### src/rtl/sida_pkg.sv
package sida_pkg;

   // Default operand width and fixed field widths
   localparam int DATA_WIDTH_DEF = 32;
   localparam int VALUE_WIDTH    = 32;
   localparam int CHAR_WIDTH     = 6;
   localparam int RSP_DATA_WIDTH = 8;

   // Character codes
   localparam logic [CHAR_WIDTH-1:0] ASCII_ZERO  = 6'd48;
   localparam logic [CHAR_WIDTH-1:0] ASCII_MINUS = 6'd45;

   // Commands from the controller to the datapath
   typedef struct packed {
      logic load;       // capture a new item and start conversion
      logic conv_step;  // one shift-add-3 step
      logic shift;      // drop the top BCD digit
      logic sel_sign;   // present the minus sign instead of a digit
   } cmd_type;

   // Status from the datapath to the controller
   typedef struct packed {
      logic negative;   // item was negative
      logic bit_last;   // final conversion step in progress
      logic top_zero;   // top BCD digit is zero
      logic one_left;   // only one digit left to print
   } status_type;

endpackage

### src/rtl/sida_dp.sv
module sida_dp #(
   parameter int DATA_WIDTH = sida_pkg::DATA_WIDTH_DEF
) (
   input  logic                                clock,
   input  logic                                reset,
   input  logic [sida_pkg::VALUE_WIDTH-1:0]    value,
   input  sida_pkg::cmd_type                   cmd,
   output sida_pkg::status_type                status,
   output logic [sida_pkg::CHAR_WIDTH-1:0]     char_code
);
   import sida_pkg::*;

   // Decimal digits of the largest magnitude, 2^(DATA_WIDTH-1)
   localparam int NumDigits = ((DATA_WIDTH - 1) * 30103) / 100000 + 1;
   localparam int BcdWidth  = 4 * NumDigits;
   localparam int BitCntW   = (DATA_WIDTH > 1) ? $clog2(DATA_WIDTH) : 1;
   localparam int DigCntW   = $clog2(NumDigits + 1);

   logic [DATA_WIDTH-1:0] raw;
   logic [DATA_WIDTH-1:0] mag_ff, mag_in;
   logic [BcdWidth-1:0]   bcd_ff, bcd_in, bcd_adj;
   logic                  neg_ff, neg_in;
   logic [BitCntW-1:0]    bit_cnt_ff, bit_cnt_in;
   logic [DigCntW-1:0]    dig_left_ff, dig_left_in;
   logic [3:0]            top_digit;

   // Operand: low DATA_WIDTH bits, sign extended when wider than the field
   if (DATA_WIDTH <= VALUE_WIDTH) begin : g_narrow
      assign raw = value[DATA_WIDTH-1:0];
   end else begin : g_wide
      assign raw = {{(DATA_WIDTH - VALUE_WIDTH){value[VALUE_WIDTH-1]}}, value};
   end

   // Add 3 to every BCD digit of 5 or more
   always_comb begin
      for (int i = 0; i < NumDigits; i++) begin
         if (bcd_ff[4*i +: 4] >= 4'd5) begin
            bcd_adj[4*i +: 4] = bcd_ff[4*i +: 4] + 4'd3;
         end else begin
            bcd_adj[4*i +: 4] = bcd_ff[4*i +: 4];
         end
      end
   end

   // Next-state logic
   always_comb begin
      mag_in      = mag_ff;
      bcd_in      = bcd_ff;
      neg_in      = neg_ff;
      bit_cnt_in  = bit_cnt_ff;
      dig_left_in = dig_left_ff;
      if (cmd.load) begin
         neg_in      = raw[DATA_WIDTH-1];
         mag_in      = raw[DATA_WIDTH-1] ? (~raw + DATA_WIDTH'(1)) : raw;
         bcd_in      = '0;
         bit_cnt_in  = BitCntW'(DATA_WIDTH - 1);
         dig_left_in = DigCntW'(NumDigits);
      end else if (cmd.conv_step) begin
         {bcd_in, mag_in} = {bcd_adj, mag_ff} << 1;
         bit_cnt_in       = bit_cnt_ff - BitCntW'(1);
      end else if (cmd.shift) begin
         bcd_in      = bcd_ff << 4;
         dig_left_in = dig_left_ff - DigCntW'(1);
      end
   end

   always_ff @(posedge clock) begin
      if (reset) begin
         bit_cnt_ff  <= '0;
         dig_left_ff <= '0;
         neg_ff      <= 1'b0;
         mag_ff      <= '0;
         bcd_ff      <= '0;
      end else begin
         bit_cnt_ff  <= bit_cnt_in;
         dig_left_ff <= dig_left_in;
         neg_ff      <= neg_in;
         mag_ff      <= mag_in;
         bcd_ff      <= bcd_in;
      end
   end

   // Status and character
   assign top_digit       = bcd_ff[BcdWidth-1 -: 4];
   assign status.negative = neg_ff;
   assign status.bit_last = (bit_cnt_ff == '0);
   assign status.top_zero = (top_digit == 4'd0);
   assign status.one_left = (dig_left_ff == DigCntW'(1));
   assign char_code       = cmd.sel_sign ? ASCII_MINUS : (ASCII_ZERO + {2'b00, top_digit});

endmodule

### src/rtl/sida_ctrl.sv
module sida_ctrl (
   input  logic                 clock,
   input  logic                 reset,
   input  logic                 req_valid,
   output logic                 req_ready,
   output logic                 rsp_valid,
   input  logic                 rsp_ready,
   output logic                 rsp_last,
   input  sida_pkg::status_type status,
   output sida_pkg::cmd_type    cmd
);
   import sida_pkg::*;

   typedef enum logic [4:0] {
      S_IDLE  = 5'b00001,
      S_CONV  = 5'b00010,
      S_SKIP  = 5'b00100,
      S_SIGN  = 5'b01000,
      S_DIGIT = 5'b10000
   } state_type;

   state_type state_ff, state_in;

   // Sequencer: accept, convert, skip leading zeros, emit sign and digits
   always_comb begin
      state_in  = state_ff;
      cmd       = '0;
      req_ready = 1'b0;
      rsp_valid = 1'b0;
      rsp_last  = 1'b0;
      unique case (state_ff)
         S_IDLE: begin
            req_ready = 1'b1;
            if (req_valid) begin
               cmd.load = 1'b1;
               state_in = S_CONV;
            end
         end
         S_CONV: begin
            cmd.conv_step = 1'b1;
            if (status.bit_last) begin
               state_in = S_SKIP;
            end
         end
         S_SKIP: begin
            if (status.top_zero && !status.one_left) begin
               cmd.shift = 1'b1;
            end else if (status.negative) begin
               state_in = S_SIGN;
            end else begin
               state_in = S_DIGIT;
            end
         end
         S_SIGN: begin
            rsp_valid    = 1'b1;
            cmd.sel_sign = 1'b1;
            if (rsp_ready) begin
               state_in = S_DIGIT;
            end
         end
         S_DIGIT: begin
            rsp_valid = 1'b1;
            rsp_last  = status.one_left;
            if (rsp_ready) begin
               cmd.shift = 1'b1;
               if (status.one_left) begin
                  state_in = S_IDLE;
               end
            end
         end
         default: begin
            state_in = S_IDLE;
         end
      endcase
   end

   always_ff @(posedge clock) begin
      if (reset) begin
         state_ff <= S_IDLE;
      end else begin
         state_ff <= state_in;
      end
   end

endmodule

### src/rtl/signed_int_to_decimal_ascii.sv
// Signed integer to decimal text. Each item on req_ carries one two's-complement
// value (low DATA_WIDTH bits used); the block returns its decimal ASCII text on
// rsp_, one character per item: a '-' for negative values, then every digit from
// the most significant one with leading zeros suppressed ("0" for zero), tlast on
// the final character. The most negative value prints exactly. One number is in
// flight at a time: after acceptance a double-dabble loop converts the value one
// bit per step, a scan then drops the leading zeros one digit per step, and the
// characters go out in order, each held while rsp_tready is low. Suppressed zeros
// and printed digits always add up to the BCD digits, ten at the default width.
module signed_int_to_decimal_ascii #(
   parameter int DATA_WIDTH = sida_pkg::DATA_WIDTH_DEF
) (
   input  logic                                 clock,
   input  logic                                 reset,
   input  logic                                 req_tvalid,
   output logic                                 req_tready,
   input  logic [sida_pkg::VALUE_WIDTH-1:0]     req_tdata,   // [31:0] value
   output logic                                 rsp_tvalid,
   input  logic                                 rsp_tready,
   output logic [sida_pkg::RSP_DATA_WIDTH-1:0]  rsp_tdata,   // [5:0] char_code, [7:6] zero
   output logic                                 rsp_tlast    // last
);
   import sida_pkg::*;

   cmd_type                 cmd;
   status_type              status;
   logic [CHAR_WIDTH-1:0]   char_code;

   sida_ctrl u_ctrl (
      .clock     (clock),
      .reset     (reset),
      .req_valid (req_tvalid),
      .req_ready (req_tready),
      .rsp_valid (rsp_tvalid),
      .rsp_ready (rsp_tready),
      .rsp_last  (rsp_tlast),
      .status    (status),
      .cmd       (cmd)
   );

   sida_dp #(
      .DATA_WIDTH (DATA_WIDTH)
   ) u_dp (
      .clock     (clock),
      .reset     (reset),
      .value     (req_tdata),
      .cmd       (cmd),
      .status    (status),
      .char_code (char_code)
   );

   assign rsp_tdata = {{(RSP_DATA_WIDTH - CHAR_WIDTH){1'b0}}, char_code};

endmodule

### config.mk
export PLATFORM = sky130hd
export DESIGN_NAME = signed_int_to_decimal_ascii
export DESIGN_NICKNAME = d
export VERILOG_FILES = /design/src/rtl/sida_pkg.sv /design/src/rtl/sida_dp.sv /design/src/rtl/sida_ctrl.sv /design/src/rtl/signed_int_to_decimal_ascii.sv
export SDC_FILE = /design/constraint.sdc
export NUM_CORES = 1
export LEC_CHECK = 0
export BUFFER_PORTS_ARGS = -buffer_cell sky130_fd_sc_hd__buf_2
export CAP_MARGIN = 20
export CORE_MARGIN = 2
export CORE_UTILIZATION = 55
export DETAILED_ROUTE_END_ITERATION = 8
export HOLD_SLACK_MARGIN = 0.06
export PLACE_DENSITY = 0.79
export SETUP_SLACK_MARGIN = 0.02
export SYNTH_ARGS = -nofsm -noshare
export SYNTH_HDL_FRONTEND = slang
export SYNTH_HIERARCHICAL = 1
export SYNTH_SLANG_ARGS = --single-unit
### constraint.sdc
create_clock -name clock -period 6.1 [get_ports clock]
set_clock_uncertainty 0.1 [all_clocks]
set_input_delay 0.305 -clock clock [delete_from_list [all_inputs] [get_ports clock]]
set_output_delay 0.305 -clock clock [all_outputs]
set_load 0.01 [all_outputs]
==> summary.md <==
| Metric | Value |
|---|---|
| # setup viols final | 0 |
| Slowest cell on the critical path | or2_2 |
| TritonCTS clock tree | yes |
| PD cells | 288 mW/mm2 |
| Status | complete, no violations |
| Resized cells post-CTS | 0 |
| Min Tclk post-route | 3410 ps |
| Crit path from | u_ctrl/state_ff[1]$_SDFFE_PP0P_ |
| DR vias | 5043 |
| Min Hold Slack | 112 ps |
| Multi-input gate area | 0.00347 mm2 |
| Gate Count Post-Synth | 682 |
| CTS Hold Bufs | 0 |
| Worst-Skew Late Latency | 370 ps |
| Min-delay src | req_tdata[24] |
| Placed Instances | 814 |
| Ant diodes | 0 |
| I/O Buffers | 43 |
| Clk root buf | clkbuf_8 |
| Die area | 0.0109 mm2 |
| Detailed Routing Iterations Pass 1 | 5 |
| Critical-path cell list | or3_4 -> nor3b_1 -> and2_1 -> buf_4 -> or2_2 -> buf_4 -> o21ai_0 -> a311o_1 |
| Worst-Margin Slew | 1040 ps |
| Layout cells sized above 1 | 0.115 |
| LEAKAGE | 2.11 nW |
| Worst R2R End | u_dp/mag_ff[22]$_SDFFE_PP0P_ |
| Worst slew margin | 0.307 |
| Setup TNS | 0 ps |
| Slew Limit Fails | 0 |
| Initial Util | 0.566 |
| Inserted Clock Buffers | 9 |
| Post-synth top area share | 0.315 |
| Nets | 752 |
| Reg2Reg Depth | 8 |
| Worst-case clock buffer depth | 2 |
| Critical Path Sink Type | flip-flop |
| Count of different cell masters after synthesis | 60 |
| First-pass GRT wire length | 21700 um |
| Final wirelength | 12500 um |
| 1st-iter DRT viols | 291 |
| Core area | 0.00977 mm2 |
| Worst-path fanout max | 41 |
| Mapped Area | 0.00553 mm2 |
| Final core utilization | 0.612 |
| Reg2reg setup slack | 2690 ps |
| Detailed placer's ending HPWL | 8410 um |
| Clk sink count | 87 |
| Worst setup endpoint | u_dp/mag_ff[22]$_SDFFE_PP0P_ |
| CP Class | flip-flop to flip-flop |
| EDFF count, synth | 0 |
| Initial antenna violation count | 0 |
| CP required | 6250 ps |
| # H-tree levels | 3 |
| Final cell count without fillers | 830 |
| Die W | 104 um |
| Setup Buffers After CTS | 0 |
| Synth Flop Type | dfxtp_1 |
| WP buf/inv | 2 |
| CP delay by family, top | simple AND/OR/NAND/NOR gates |
| RSZ-0062 raised after global routing | no |
| Reg area | 0.00174 mm2 |
| Routed WL per cell | 15.0 um |
| Drt via density | 6.08 |
| Most frequent cell on the critical path | buf_4 |
| Hold Vio Cnt, Final | 0 |
| Synth Warn # | 6 |
| Max rail drop VDD | 0.156 mV |
| Post-synthesis register bit count | 87 |
| Sequential area share after synthesis | 0.315 |
| Total grt overflow | 0 |
| Total track usage | 0.234 |
| Vias in the first global route | 4746 |
| Area Growth Syn to Fin | 8.03% |
| Residual DRC | 0 |
| Largest net degree at the start of global routing | 87 |
| RePlAce Congestion | 0.928 |
| Max stage delay on crit path | 720 ps |
| R2R Path Start | u_ctrl/state_ff[1]$_SDFFE_PP0P_ |
| Area leader, netlist | dfxtp_1 |
| Top-level I/O count | 47 |
| Synth async-reset ratio | 0 |
| Startpoint types | flip-flop |
| Die Ht | 104 um |
| Fmax | 294 MHz |
| Period Utilization, post-route | 0.558 |
| CP Depth | 8 |
| Std cell rows | 36 |
| Synth area leaders | dfxtp_1, a211oi_1, ha_1 |
| Critical Path AT | 3560 ps |
| Maxcap violations | 0 |
| DP Area | 0.00575 mm2 |
| Design area | 0.00598 mm2 |
| Final ANT Viol Nets | 0 |
| Avg Cell Area, Syn | 8.11 um2 |
| Hold Crit Class | input pin to flip-flop |
| Clk slew on worst S/H paths | 90 ps |
| Filler cell count | 884 |
## synthesized netlist by cell type, drive strengths merged (5+ instances only)
| cell type | count |
|---|---|
| a211oi | 71 |
| a21oi | 49 |
| a32oi | 9 |
| buf | 17 |
| clkbuf | 33 |
| dfxtp | 87 |
| ha | 24 |
| inv | 32 |
| mux2i | 23 |
| nand2 | 22 |
| nand2b | 14 |
| nand3 | 10 |
| nor2 | 71 |
| nor2b | 22 |
| nor3 | 20 |
| nor3b | 23 |
| nor4 | 8 |
| o211ai | 5 |
| o21ai | 34 |
| o22ai | 9 |
| o31ai | 5 |
| or2 | 5 |
| or3 | 6 |
| xnor2 | 16 |
| xor2 | 20 |
## per-stage QoR
stage / power, mW / setup slack (ps)
after detailed placement: 1.26 / 2780
after global placement: 1.24 / 2850
after CTS: 1.72 / 2750
after floorplan: 1.15 / 3560
after global routing: 1.83 / 2420
final: 1.72 / 2690
## power by group
part	internal (mW)	total, mW	switching [mW]
registers	0.659	0.733	0.0733
clock network	0.244	0.462	0.218
logic	0.218	0.528	0.310
## worst register-to-register path: stages, from the launching register on
cell     delay, ps
dfxtp_1        390
or3_4          430
nor3b_1        250
and2_1         170
buf_4          370
or2_2          720
buf_4          410
o21ai_0        140
a311o_1        320
## state kept, by name, indices dropped and copies added (netlist names)
register and cells:
u_dp/bit_cnt_ff 5, u_dp/mag_ff 32, u_dp/bcd_ff 40, u_ctrl/state_ff 5, u_dp/dig_left_ff 4, u_dp/neg_ff 1
## cells by family after synthesis
group,Yosys count,synth area share
other,2,0.00136
flip-flops,87,0.315
XOR/XNOR,36,0.0570
buffers and inverters,82,0.0604
AO/OA/AOI/OAI,205,0.249
adder cells (fa/ha/maj),24,0.0543
AND/OR/NAND/NOR,223,0.222
multiplexers,23,0.0416
## placed cells by master, fill, tap and decap left out, types with 8 or more instances in the layout
| cell | synthesis | final |
|---|---|---|
| dfxtp_1 | 87 | 87 |
| nor2_1 | 71 | 71 |
| a211oi_1 | 71 | 71 |
| a21oi_1 | 49 | 49 |
| buf_2 | 3 | 43 |
| o21ai_0 | 34 | 34 |
| inv_1 | 32 | 32 |
| ha_1 | 24 | 24 |
| nor3b_1 | 23 | 23 |
| mux2i_1 | 23 | 23 |
| nand2_1 | 22 | 22 |
| nor2b_1 | 22 | 22 |
| xor2_1 | 20 | 20 |
| nor3_1 | 19 | 19 |
| xnor2_1 | 16 | 16 |
| nand2b_1 | 14 | 14 |
| clkbuf_8 | 0 | 10 |
| nand3_1 | 10 | 10 |
| a32oi_1 | 9 | 9 |
| o22ai_1 | 9 | 9 |
| nor4_1 | 8 | 8 |
## how the worst min path moves through the flow
stage	end	depth (start not counted)
after floorplan	u_ctrl/state_ff[4]$_SDFFE_PP0P_	1
after global placement	u_dp/neg_ff$_SDFFE_PP0P_	2
after detailed placement	u_dp/neg_ff$_SDFFE_PP0P_	2
after CTS	u_dp/mag_ff[24]$_SDFFE_PP0P_	3
after global routing	u_dp/mag_ff[30]$_SDFFE_PP0P_	3
final	u_dp/mag_ff[24]$_SDFFE_PP0P_	3
## metal layers
metal  global-route usage  up-vias  wire (um)
li1                     -     2508          -
met1                0.302     2377       5760
met2                0.391      138       5870
met3               0.0382       20        633
met4               0.0936        0        218
met5                    0        -          0
## cell type report
cell class                 instances  area share
multi-input combinational        514       0.580
inverter                          32      0.0201
timing repair buffer              48      0.0423
clock buffer                      10      0.0230
clock inverter                     6      0.0157
tap                              133      0.0278
sequential                        87       0.291
No activity file was read; power rests on OpenSTA's default activity.
